<file path="src/sv/sslsup_pkg.sv">
// Types, codes and helpers for the scanner/scale link supervisor.
// No dependencies; imported by every module of the block.
package sslsup_pkg;

  localparam int ADDR_W = 3;
  localparam int DATA_W = 32;
  localparam int MAX_RES = 4;

  localparam logic [7:0] READY_TO_RST = 8'd3;
  localparam logic [7:0] STARTUP_TO_RST = 8'd6;
  localparam logic [31:0] ZERO_CHARS = 32'h3030_3030;

  // register index, taken from paddr[2]
  localparam logic REG_READY_TO = 1'b0;
  localparam logic REG_STARTUP_TO = 1'b1;

  localparam logic [1:0] OP_TICK = 2'd0;
  localparam logic [1:0] OP_SILENCE = 2'd1;
  localparam logic [1:0] OP_REPLY = 2'd2;

  localparam logic [3:0] KIND_S08 = 4'd0;
  localparam logic [3:0] KIND_S03 = 4'd1;
  localparam logic [3:0] KIND_S11 = 4'd2;
  localparam logic [3:0] KIND_S13 = 4'd3;
  localparam logic [3:0] KIND_S140 = 4'd4;
  localparam logic [3:0] KIND_S141 = 4'd5;
  localparam logic [3:0] KIND_S142 = 4'd6;
  localparam logic [3:0] KIND_S143 = 4'd7;
  localparam logic [3:0] KIND_S144 = 4'd8;
  localparam logic [3:0] KIND_S145 = 4'd9;

  localparam logic [2:0] CMD_NONE = 3'd0;
  localparam logic [2:0] CMD_S14 = 3'd1;
  localparam logic [2:0] CMD_S334 = 3'd2;
  localparam logic [2:0] CMD_S01 = 3'd3;
  localparam logic [2:0] CMD_S11 = 3'd4;

  localparam logic [1:0] BEEP_NONE = 2'd0;
  localparam logic [1:0] BEEP_LONG = 2'd1;
  localparam logic [1:0] BEEP_SHORT = 2'd2;

  localparam logic [1:0] PUB_NONE = 2'd0;
  localparam logic [1:0] PUB_SCAN = 2'd1;
  localparam logic [1:0] PUB_WEIGHT = 2'd2;
  localparam logic [1:0] PUB_ZERO = 2'd3;

  localparam logic [1:0] MCODE_STARTUP = 2'd0;
  localparam logic [1:0] MCODE_READY = 2'd1;
  localparam logic [1:0] MCODE_WEIGHING = 2'd2;
  localparam logic [1:0] MCODE_FAULT = 2'd3;

  typedef enum logic [3:0] {
    MODE_STARTUP = 4'b0001,
    MODE_READY = 4'b0010,
    MODE_WEIGHING = 4'b0100,
    MODE_FAULT = 4'b1000
  } mode_t;

  typedef struct packed {
    logic [1:0] operation;
    logic [3:0] msg_kind;
    logic [31:0] weight_chars;
  } in_item_t;

  typedef struct packed {
    logic [2:0] command;
    logic [1:0] beep;
    logic [1:0] publish;
    logic [31:0] published_weight;
    logic [1:0] mode_now;
    logic last_result;
  } out_item_t;

  typedef struct packed {
    logic [2:0] count;
    out_item_t [MAX_RES-1:0] entries;
  } eval_res_t;

  function automatic logic [1:0] mode_code(mode_t m);
    logic [1:0] c;
    case (m)
      MODE_STARTUP: c = MCODE_STARTUP;
      MODE_READY: c = MCODE_READY;
      MODE_WEIGHING: c = MCODE_WEIGHING;
      MODE_FAULT: c = MCODE_FAULT;
      default: c = MCODE_STARTUP;
    endcase
    return c;
  endfunction

  function automatic out_item_t make_item(logic [2:0] cmd, logic [1:0] bp,
                                          logic [1:0] pub, logic [31:0] w,
                                          mode_t m);
    out_item_t r;
    r.command = cmd;
    r.beep = bp;
    r.publish = pub;
    r.published_weight = w;
    r.mode_now = mode_code(m);
    r.last_result = 1'b0;
    return r;
  endfunction

endpackage

</file>
<file path="src/sv/sslsup_eval.sv">
// Next-state and result-burst logic for one transaction of the link supervisor.
// Purely combinational; depends on sslsup_pkg.
module sslsup_eval (
  input  sslsup_pkg::mode_t     mode_r,
  input  logic [7:0]            quiet_r,
  input  logic [31:0]           prev_r,
  input  logic [7:0]            ready_to,
  input  logic [7:0]            startup_to,
  input  sslsup_pkg::in_item_t  item,
  output sslsup_pkg::mode_t     mode_nxt,
  output logic [7:0]            quiet_nxt,
  output logic [31:0]           prev_nxt,
  output sslsup_pkg::eval_res_t res
);
  import sslsup_pkg::*;

  always_comb begin
    logic [2:0] n;
    mode_t m;
    logic [7:0] q_inc;
    logic late;
    res = '0;
    n = 3'd0;
    m = mode_r;
    quiet_nxt = quiet_r;
    prev_nxt = prev_r;
    late = 1'b0;
    q_inc = (quiet_r == 8'hFF) ? quiet_r : quiet_r + 8'd1;
    case (item.operation)
      OP_TICK: begin
        quiet_nxt = q_inc;
        case (mode_r)
          MODE_READY, MODE_WEIGHING: late = q_inc > ready_to;
          MODE_STARTUP: late = q_inc > startup_to;
          default: late = 1'b0;
        endcase
        if (late) begin
          m = MODE_FAULT;
          res.entries[n[1:0]] = make_item(CMD_S14, BEEP_LONG, PUB_NONE, '0, m);
          n = n + 3'd1;
        end
      end
      OP_SILENCE: begin
        if (mode_r == MODE_FAULT) begin
          res.entries[n[1:0]] = make_item(CMD_S14, BEEP_NONE, PUB_NONE, '0, m);
          n = n + 3'd1;
        end
        res.entries[n[1:0]] = make_item(CMD_S14, BEEP_NONE, PUB_NONE, '0, m);
        n = n + 3'd1;
      end
      OP_REPLY: begin
        quiet_nxt = 8'd0;
        if (mode_r == MODE_FAULT) begin
          // back online: recovery command sequence
          m = MODE_READY;
          res.entries[0] = make_item(CMD_S334, BEEP_SHORT, PUB_NONE, '0, m);
          res.entries[1] = make_item(CMD_S01, BEEP_NONE, PUB_NONE, '0, m);
          res.entries[2] = make_item(CMD_S11, BEEP_NONE, PUB_NONE, '0, m);
          n = 3'd3;
        end
        case (item.msg_kind)
          KIND_S08: begin
            res.entries[n[1:0]] = make_item(CMD_NONE, BEEP_NONE, PUB_SCAN, '0, m);
            n = n + 3'd1;
          end
          KIND_S11: begin
            m = MODE_WEIGHING;
            if (item.weight_chars != prev_r) begin
              prev_nxt = item.weight_chars;
              res.entries[n[1:0]] = make_item(CMD_NONE, BEEP_NONE, PUB_WEIGHT,
                                              item.weight_chars, m);
              n = n + 3'd1;
            end
          end
          KIND_S140: m = MODE_STARTUP;
          KIND_S141, KIND_S142, KIND_S145: m = MODE_WEIGHING;
          KIND_S143: begin
            if (m != MODE_READY) begin
              m = MODE_READY;
              prev_nxt = ZERO_CHARS;
              res.entries[n[1:0]] = make_item(CMD_S11, BEEP_NONE, PUB_ZERO,
                                              ZERO_CHARS, m);
              n = n + 3'd1;
            end
          end
          KIND_S144: begin
            m = MODE_WEIGHING;
            if (item.weight_chars != prev_r) begin
              prev_nxt = item.weight_chars;
              res.entries[n[1:0]] = make_item(CMD_S334, BEEP_NONE, PUB_WEIGHT,
                                              item.weight_chars, m);
              n = n + 3'd1;
            end
          end
          default: ;
        endcase
      end
      default: ;
    endcase
    mode_nxt = m;
    res.count = n;
    if (n != 3'd0) begin
      res.entries[n[1:0] - 2'd1].last_result = 1'b1;
    end
  end

endmodule

</file>
<file path="src/sv/scale_scanner_link_supervisor_core.sv">
// The first result of a transaction is shown in the cycle after it is accepted.
// Throughput: one transaction per cycle while each gives at most one result and none
// stalls; a transaction with several results holds the result register until the last is
// taken, and the next input is taken in the cycle its last result is taken.
// Reset (synchronous, rst_n low): startup mode, quiet count 0, stored weight
// "0000", timeouts 3 and 6 seconds, result register empty.
module scale_scanner_link_supervisor_core (
  input  logic                                  clk,
  input  logic                                  rst_n,
  input  logic                                  in_valid,
  output logic                                  in_stall,
  input  sslsup_pkg::in_item_t                  in_data,
  output logic                                  out_valid,
  input  logic                                  out_stall,
  output sslsup_pkg::out_item_t                 out_data,
  input  logic                                  psel,
  input  logic                                  penable,
  input  logic                                  pwrite,
  input  logic [sslsup_pkg::ADDR_W-1:0]         paddr,
  input  logic [sslsup_pkg::DATA_W-1:0]         pwdata,
  output logic [sslsup_pkg::DATA_W-1:0]         prdata,
  output logic                                  pready
);
  import sslsup_pkg::*;

  logic [7:0] ready_to_r;
  logic [7:0] startup_to_r;
  mode_t mode_r;
  mode_t mode_nxt;
  logic [7:0] quiet_r;
  logic [7:0] quiet_nxt;
  logic [31:0] prev_r;
  logic [31:0] prev_nxt;
  eval_res_t res;

  out_item_t [MAX_RES-1:0] burst_r;
  logic [1:0] idx_r;
  logic [1:0] top_r;
  logic busy_r;

  logic in_take;
  logic out_take;
  logic burst_done;
  logic cfg_wr;

  sslsup_eval u_eval (
    .mode_r     (mode_r),
    .quiet_r    (quiet_r),
    .prev_r     (prev_r),
    .ready_to   (ready_to_r),
    .startup_to (startup_to_r),
    .item       (in_data),
    .mode_nxt   (mode_nxt),
    .quiet_nxt  (quiet_nxt),
    .prev_nxt   (prev_nxt),
    .res        (res)
  );

  assign out_valid = busy_r;
  assign out_data = burst_r[idx_r];
  assign out_take = busy_r && !out_stall;
  assign burst_done = out_take && (idx_r == top_r);
  assign in_stall = busy_r && !burst_done;
  assign in_take = in_valid && !in_stall;

  assign pready = 1'b1;
  assign cfg_wr = psel && penable && pwrite;
  assign prdata = (paddr[2] == REG_STARTUP_TO) ? {{(DATA_W-8){1'b0}}, startup_to_r}
                                               : {{(DATA_W-8){1'b0}}, ready_to_r};

  always_ff @(posedge clk) begin
    if (!rst_n) begin
      ready_to_r <= READY_TO_RST;
      startup_to_r <= STARTUP_TO_RST;
    end else if (cfg_wr) begin
      if (paddr[2] == REG_STARTUP_TO) begin
        startup_to_r <= pwdata[7:0];
      end else begin
        ready_to_r <= pwdata[7:0];
      end
    end
  end

  always_ff @(posedge clk) begin
    if (!rst_n) begin
      mode_r <= MODE_STARTUP;
      quiet_r <= 8'd0;
      prev_r <= ZERO_CHARS;
    end else if (in_take) begin
      mode_r <= mode_nxt;
      quiet_r <= quiet_nxt;
      prev_r <= prev_nxt;
    end
  end

  always_ff @(posedge clk) begin
    if (!rst_n) begin
      busy_r <= 1'b0;
      idx_r <= 2'd0;
      top_r <= 2'd0;
    end else if (in_take && res.count != 3'd0) begin
      busy_r <= 1'b1;
      idx_r <= 2'd0;
      top_r <= res.count[1:0] - 2'd1;
    end else if (burst_done) begin
      busy_r <= 1'b0;
    end else if (out_take) begin
      idx_r <= idx_r + 2'd1;
    end
  end

  always_ff @(posedge clk) begin
    if (in_take && res.count != 3'd0) begin
      burst_r <= res.entries;
    end
  end

endmodule

</file>
<file path="config.mk">
export PLATFORM = sky130hd
export DESIGN_NAME = scale_scanner_link_supervisor_core
export DESIGN_NICKNAME = d
export VERILOG_FILES = /design/src/sv/sslsup_pkg.sv /design/src/sv/sslsup_eval.sv /design/src/sv/scale_scanner_link_supervisor_core.sv
export SDC_FILE = /design/constraint.sdc
export NUM_CORES = 1
export LEC_CHECK = 0
export BUFFER_PORTS_ARGS = -buffer_cell sky130_fd_sc_hd__buf_2
export CORE_MARGIN = 10
export CORE_UTILIZATION = 50
export CTS_CLUSTER_DIAMETER = 50
export CTS_CLUSTER_SIZE = 30
export DETAILED_ROUTE_END_ITERATION = 10
export GPL_TIMING_DRIVEN = 0
export MAX_ROUTING_LAYER = met4
export PLACE_DENSITY = 0.74
export SYNTH_ARGS = -nofsm -noshare
export SYNTH_HDL_FRONTEND = slang
export SYNTH_SLANG_ARGS = --single-unit
export TNS_END_PERCENT = 10
</file>
<file path="constraint.sdc">
create_clock -name clk -period 9.9 [get_ports clk]
set_input_delay 0.495 -clock clk [delete_from_list [all_inputs] [get_ports clk]]
set_output_delay 0.495 -clock clk [all_outputs]
set_load 0.01 [all_outputs]
</file>
==> results by group, run 1 <==
Outcome
  – Status: completed

Global routing
  – Initial antenna violation count: 0
  – Total track usage: 18.6%
  – Maximum number of pins on one net before global-route repair: 79
  – Congestion Overflow GR: 0
  – Vias in the first global route: 6,067
  – First-pass GRT wire length: between 30,000 and 40,000 um

Synth
  – Ranking of synthesized cells by area: edfxtp_1 (31%), dfxtp_1 (16%), ha_1 (5.0%)
  – Yosys top cell by area: edfxtp_1
  – Count leader, synth: edfxtp_1
  – Post-synth top area share: 31.3%
  – Post-Synthesis Cell Area: 8260 um2
  – Synth Flop Type: edfxtp_1
  – Mapped Avg Cell Area: 10.4 um2
  – Ys Warns: 0
  – Top post-synthesis cells by count: edfxtp_1 (86), dfxtp_1 (65), nand2_1 (58)
  – Synthesized flop and latch total: 151
  – Post-synthesis cell count: 796
  – Library cells used by synthesis: 72
  – Ys async rst share: 0%
  – Number of synthesized flops with an enable pin: 86
  – Sequential share of the synthesized area: 47.0%

Timing
  – Hold Fails Final Rpt: 0
  – Fmax: 0.205 GHz
  – Slew HR: 42.4%
  – Fin crit period: 4880 ps
  – Setup Viol. Count Final: 0
  – Crit share post-route: between 40% and 50%
  – RSZ-0062 raised after global routing: no
  – Final slew viol count: 0
  – Slew @ Worst Pin: 862 ps
  – Setup WS post-layout: ~5000 ps
  – Sum Neg Setup Slack: 0 ps
  – Clk_skew: approximately 9.4 ps

Power
  – Worst vdd ir: approximately 0.00012 V
  – Pwr dens: around 150 nW/um2
  – Leak pwr: around 3.7 nW
  – Power, Total: 0.00150 W

Worst setup path
  – Crit Path Max Fanout: ~80
  – Crit path launch type: flip-flop
  – Critical path class: reg2reg
  – Crit. End Element: flip-flop
  – R2R depth: 19
  – Required @ worst endpoint: ~10000 ps
  – R2R Setup Slk: between 5000 and 6000 ps
  – WP depth: 19
  – WP data arrival: 4970 ps
  – Worst path top cell family by delay: compound AO/OA/AOI/OAI gates
  – Worst R2R End: burst_r[28]
  – CP dominant cell by count: ha_1
  – Worst Path Buf+Inv: 5
  – Critical Path Slowest Stage Cell: o31ai_1
  – CP Cell Sequence: ha_1 > nand2_1 > or3_1 > clkbuf_1 > nor2b_1 > and3_1 > xor2_1 > ha_1 > nand4_1 > o311ai_0 > a31oi_1 > a22oi_1 > o31ai_1 > inv_1 > ha_1 > inv_1 > o21ai_2 > inv_4 > buf_16
  – Reg2Reg Launch Point: quiet_r[0]
  – CP peak stage delay: 480 ps

Final layout
  – # fillers: 1,359
  – Sequential cell area: 3880 um2
  – Area Growth Syn to Fin: 18.3%
  – Design area: 9770 um2
  – Non-Filler Instances: between 1,000 and 1,500
  – Final nets: 1,055
  – Layout cell share with drive strength beyond 1: 25.4%
  – Multi-input logic area: 3930 um2

Clocking
  – Clk sinks: 151
  – Resized Gates After CTS: 0
  – Clk slew on worst S/H paths: roughly 60 ps
  – CTS Buf Count: 17
  – Clock Tree Root: clkbuf_16
  – H-tree Lvls: 4
  – Max Root-Sink Buffers: 2
  – CTS tree: done
  – Setup Fix Bufs, Post-CTS: 0
  – Clk_lat worst skew: 430 ps
  – Post-CTS Hold Buffers: 0

Route
  – Via Count: 6,241
  – Drc violations: 0
  – Antenna Nets Post-Route: 0
  – WL/cell: 17.0 um
  – Initial drt markers: 653
  – Drt total wl: ~20,000 um
  – Post-DR vias/cell: 5.33
  – Drt pass-1 iters: 5

Floorplan
  – Die height: 149 um
  – Initial Utilization: 51.4%
  – Die W: 149 um
  – # IOs: 157
  – Total die area: 22,100 um2
  – Number of core rows: 46
  – CORE AREA: 16,100 um2

Min path
  – Hold EP: ready_to_r[0]
  – Min-delay src: pwdata[0]
  – Hold crit path type: in2reg
  – Min-Delay Path Depth: 3

Placed design
  – Hpwl dp: 15,100 um
  – Worst slack, placed: ~5100 ps
  – Placed Area: 9160 um2
  – RePlAce Congestion: roughly 0.91
  – Number of port buffers: 103
  – DP Cell Count: 1,139

Job
  – MaxCap Viol Count: 0
==> worst max path at each step <==
stage                 from            to
2_1_floorplan   quiet_r[0]    burst_r[0]
3_3_place_gp   in_data[27]  burst_r[153]
3_5_place_dp   in_data[27]   burst_r[27]
4_1_cts         quiet_r[0]  burst_r[155]
5_1_grt         quiet_r[0]  burst_r[155]
6_report        quiet_r[0]   burst_r[28]
==> power breakdown <==
| group | total (W) | internal (W) | leakage [nW] | switching, W |
|---|---|---|---|---|
| sequential | 0.000691 | 0.000683 | 1.27 | 0.00000786 |
| combinational | 0.000140 | 0.0000560 | 2.16 | 0.0000844 |
| clock | 0.000665 | 0.000400 | 0.283 | 0.000265 |
| total | 0.00150 | 0.00114 | 3.71 | 0.000357 |
==> metrics by stage <==
stage	hold WS (ps)	util (%)
3_5_place_dp	447	57.1
6_report	289	60.8
5_1_grt	301	60.8
3_3_place_gp	443	56.9
4_1_cts	279	60.8
2_1_floorplan	436	-
==> layout by cell type (no fill, tap or decap), drive strengths merged, types with 6 or more instances in the layout <==
| cell type | netlist | final |
|---|---|---|
| a21oi | 47 | 47 |
| a22o | 36 | 36 |
| a22oi | 27 | 27 |
| and2 | 52 | 52 |
| and2b | 6 | 6 |
| buf | 43 | 147 |
| clkbuf | 29 | 49 |
| conb | 2 | 25 |
| dfxtp | 65 | 65 |
| edfxtp | 86 | 86 |
| ha | 33 | 33 |
| inv | 33 | 36 |
| nand2 | 59 | 59 |
| nand2b | 7 | 7 |
| nand3 | 10 | 10 |
| nand4 | 30 | 30 |
| nor2 | 56 | 56 |
| nor2b | 18 | 18 |
| nor3 | 6 | 6 |
| o211ai | 6 | 6 |
| o21ai | 25 | 25 |
| xnor2 | 36 | 36 |
| xor2 | 7 | 7 |
==> worst min-delay path: stages <==
cell	delay, ps
buf_2	90
nand2_1	40
nand3_1	60
==> registers in the layout, summed over array words and instances (netlist names), 2 cells and up <==
register      cells
idx_r             2
mode_r            4
ready_to_r        8
burst_r          86
prev_r           32
top_r             2
startup_to_r      8
quiet_r           8
==> routing by layer <==
metal	wire [um]	part of all wire, %	track usage, %	vias to the layer above
li1	-	-	-	3127
met1	8870	44	23.3	2891
met3	1260	6.3	4.49	28
met5	0	0	-	-
met4	340	1.7	6.69	0
met2	9490	48	28.7	195
==> final cells by class <==
class,instances,area share (%)
diodes,1,0.0256
plain buffers,72,4.21
clock buffers,20,4.47
clock inverters,12,1.72
inverters,33,1.29
multi-input cells,563,40.2
flip-flops and latches,151,39.7
well taps,216,2.77
repair buffers,104,5.56
==> cell families after synthesis <==
logic type,Yosys count,share of synthesized area [%]
muxes,10,1.59
and+or+nand+nor,272,18.4
AOI/OAI and AO/OA,180,16.8
other,2,0.0909
adders and majority gates,33,5.00
buffers and inverters,105,6.48
xor gates and xnor gates,43,4.65
DFF,151,47.0
No activity file was read; power rests on OpenSTA's default activity.
==> run 2, diff against run 1 <==
ABC_AREA = 1   (was default)
clock period = 4.9 ns   (was 9.9 ns; I/O delays follow)
==> results by group, run 2 <==
Outcome
  – Status: completed

Floorplan
  – CORE AREA: 16,600 um2 (+3.6%)
  – Die height: 150 um (+1.2%)
  – Die W: 150 um (+1.2%)
  – Number of core rows: 47 (+2.2%)
  – # IOs: 157 (unchanged)
  – Initial Utilization: 51.0% (-0.44 points)
  – Total die area: 22,600 um2 (+2.4%)

Power
  – Pwr dens: 303 nW/um2 (+98%)
  – Sequential power share: 46.0% (about the same)
  – Leak pwr: 4.49 nW (+21%)
  – Switching share of total power: 26.5% (+2.6 points)
  – Combinational share of power: 10.9% (+1.5 points)
  – Int Pwr: 0.00223 W (+95%)
  – Psw: 0.000804 W (+120%)
  – Clock network fraction of total power: 43.1% (-1.4 points)
  – Worst vdd ir: 0.000223 V (+88%)

Clocking
  – Clk_lat worst skew: 430 ps (about the same)
  – CTS Buf Count: 17 (unchanged)
  – Post-CTS Hold Buffers: 0 (unchanged)
  – Clock Tree Root: clkbuf_16
  – Setup Fix Bufs, Post-CTS: 0 (unchanged)
  – Max Root-Sink Buffers: 2 (unchanged)
  – H-tree Lvls: 4 (unchanged)
  – Clk sinks: 151 (unchanged)
  – Resized Gates After CTS: 0 (unchanged)
  – CTS tree: done
  – Clk slew on worst S/H paths: 60 ps (about the same)

Synth
  – Post-synth top area share: 30.4% (-0.84 points)
  – Library cells used by synthesis: 40 (-44%)
  – Ys Warns: 0 (unchanged)
  – Top post-synthesis cells by count: nand2_1 (271), nor2_1 (150), inv_1 (124)
  – Post-Synthesis Cell Area: 8490 um2 (+2.8%)
  – Post-synthesis cell count: 1,078 (+35%)
  – Yosys top cell by area: edfxtp_1
  – Count leader, synth: nand2_1
  – Number of synthesized flops with an enable pin: 86 (unchanged)
  – Ys async rst share: 0% (unchanged)
  – Synthesized flop and latch total: 151 (unchanged)
  – Sequential share of the synthesized area: 45.7% (-1.3 points)
  – Synth Flop Type: edfxtp_1
  – Mapped Avg Cell Area: 7.88 um2 (-24%)
  – Ranking of synthesized cells by area: edfxtp_1 (30%), dfxtp_1 (15%), nand2_1 (12%)

Timing
  – Final slew viol count: 0 (unchanged)
  – Clk_skew: 11.3 ps (+1.94 ps)
  – Setup WS post-layout: 752 ps (-4270 ps)
  – Hold Fails Final Rpt: 0 (unchanged)
  – Slew HR: 54.1% (+12 points)
  – Crit share post-route: 84.7% (+35 points)
  – Fin crit period: 4150 ps (-732 ps)
  – Slew @ Worst Pin: 685 ps (-176 ps)
  – RSZ-0062 raised after global routing: no
  – Setup Viol. Count Final: 0 (unchanged)
  – Fmax: 0.241 GHz (+18%)

Worst setup path
  – Required @ worst endpoint: 4990 ps (-5000 ps)
  – Critical path class: reg2reg
  – R2R depth: 22 (+3)
  – CP peak stage delay: 400 ps (-80 ps)
  – Worst setup path endpoint: burst_r[150]
  – R2R Setup Slk: 750 ps (-4270 ps)
  – Worst path top cell family by delay: simple AND/OR/NAND/NOR gates
  – WP depth: 22 (+3)
  – Crit Path Max Fanout: 83 (+6.4%)
  – Worst setup startpoint: quiet_r[0]
  – Reg2Reg Launch Point: quiet_r[0]
  – Worst R2R End: burst_r[150]
  – Worst Path Buf+Inv: 4 (-1)
  – Crit path launch type: flip-flop
  – CP Cell Sequence: ha_1 > nand2_1 > nor3_2 > nand3_2 > nand2_1 > xor2_1 > ha_1 > nand2_1 > nor2_1 > nand4_1 > nand2_1 > inv_1 > nand2_1 > nand2_1 > nand3_1 > nand2_1 > inv_1 > ha_1 > nand2_1 > nand2_2 > inv_4 > buf_16
  – Crit. End Element: flip-flop
  – WP data arrival: 4240 ps (-730 ps)
  – CP dominant cell by count: nand2_1
  – Critical Path Slowest Stage Cell: dfxtp_1

Global routing
  – Initial antenna violation count: 5 (+5)
  – First-pass GRT wire length: 34,000 um (+7.0%)
  – Total track usage: 19.4% (+0.82 points)
  – Congestion Overflow GR: 0 (unchanged)
  – Vias in the first global route: 6,927 (+14%)
  – Maximum number of pins on one net before global-route repair: 84 (+6.3%)

Placed design
  – Hpwl dp: 16,200 um (+7.1%)
  – RePlAce Congestion: 0.909 (-0.39%)
  – Worst slack, placed: 817 ps (-4280 ps)
  – Placed Area: 9400 um2 (+2.6%)
  – Number of port buffers: 104 (+0.97%)

Final layout
  – Design area: 10000 um2 (+2.3%)
  – Sequential cell area: 3880 um2 (unchanged)
  – Largest registers: burst_r (86), prev_r (32)
  – Commonest non-fill, non-tap cell in the layout: nand2_1
  – Max FFs per register: 86 (unchanged)
  – Highest-count cells in the layout ignoring fill and taps: nand2_1 (271), nor2_1 (150), inv_1 (123)
  – Layout cell share with drive strength beyond 1: 16.7% (-8.7 points)
  – Most flops, register: burst_r
  – Final nets: 1,338 (+27%)
  – # fillers: 1,477 (+8.7%)
  – Area Growth Syn to Fin: 17.8%
  – Multi-input logic area: 3790 um2 (-3.5%)
  – Final core occ: 60.1% (-0.77 points)

Min path
  – Min-Delay Path Depth: 3 (unchanged)
  – Hold crit path type: in2reg

Job
  – MaxCap Viol Count: 0 (unchanged)

Route
  – Drc violations: 0 (unchanged)
  – WL/cell: 14.7 um (-14%)
  – Via Count: 7,300 (+17%)
  – Drt total wl: 21,500 um (+7.8%)
  – Post-DR vias/cell: 4.99 (-6.4%)
  – Drt pass-1 iters: 6 (+1)
  – Antenna Nets Post-Route: 0 (unchanged)
  – Initial drt markers: 646 (-1.1%)
run 2: cell count changes after synthesis, sizes merged, moves of 18 or more:
| cell | change |
|---|---|
| a21oi | +24 |
| a22oi | -24 |
| and2 | -52 |
| inv | +93 |
| nand2 | +218 |
| nand3 | +65 |
| nor2 | +97 |
| nor2b | -18 |
| xnor2 | -23 |
run 2: per-stage QoR:
stage,TNS [ps],instances,hold WS (ps),total power [W]
after floorplan,0,1101,371,0.00163
after global placement,-74440,1425,459,0.00174
after detailed placement,0,1426,465,0.00175
after CTS,0,1458,43.8,0.00304
after global routing,0,1463,70.3,0.00313
final,0,1464,51.9,0.00303
run 2: cell type report:
class	instances	share of cell area, %
timing repair buffer	105	5.48
antenna	6	0.150
tap	220	2.75
clock inverter	14	1.53
sequential	151	38.8
clock buffer	18	4.29
buffer	70	4.20
multi-input combinational	752	37.9
inverter	128	4.83
run 2: power groups by stage:
stage | clock network (W) | registers, W | logic (W)
final | 0.00130 | 0.00139 | 0.000330
after global routing | 0.00137 | 0.00140 | 0.000370
after CTS | 0.00131 | 0.00139 | 0.000328
after detailed placement | 0 | 0.00142 | 0.000326
after global placement | 0 | 0.00142 | 0.000318
after floorplan | 0 | 0.00142 | 0.000214
run 2: worst min path at each step:
stage | startpoint | to | slack (ps)
after floorplan | pwdata[0] | ready_to_r[0] | 370
after global placement | prev_r[4] | prev_r[4] | 460
after detailed placement | prev_r[4] | prev_r[4] | 470
after CTS | pwdata[0] | ready_to_r[0] | 40
after global routing | pwdata[2] | startup_to_r[2] | 70
final | pwdata[0] | ready_to_r[0] | 50
run 2: worst min-delay path, delay by kind of cell:
kind | cells | cell delay (ps)
AND/OR/NAND/NOR | 2 | 120
buffers and inverters | 1 | 90
run 2: cell families after synthesis:
logic type	after synthesis	share of synthesized area, %
AOI/OAI and AO/OA	149	10.8
xor gates and xnor gates	18	2.03
adders and majority gates	33	4.86
buffers and inverters	198	10.6
DFF	151	45.7
other	2	0.0885
and+or+nand+nor	527	25.9
run 2: metal layers:
metal | wire length [um] | global-route usage [%] | share of wire (%) | up-vias
met5 | 0 | - | 0 | -
met4 | 318 | 6.03 | 1.5 | 0
met3 | 1630 | 5.46 | 7.6 | 24
met2 | 9670 | 29.3 | 45 | 244
met1 | 9900 | 24.8 | 46 | 3264
li1 | - | - | - | 3768
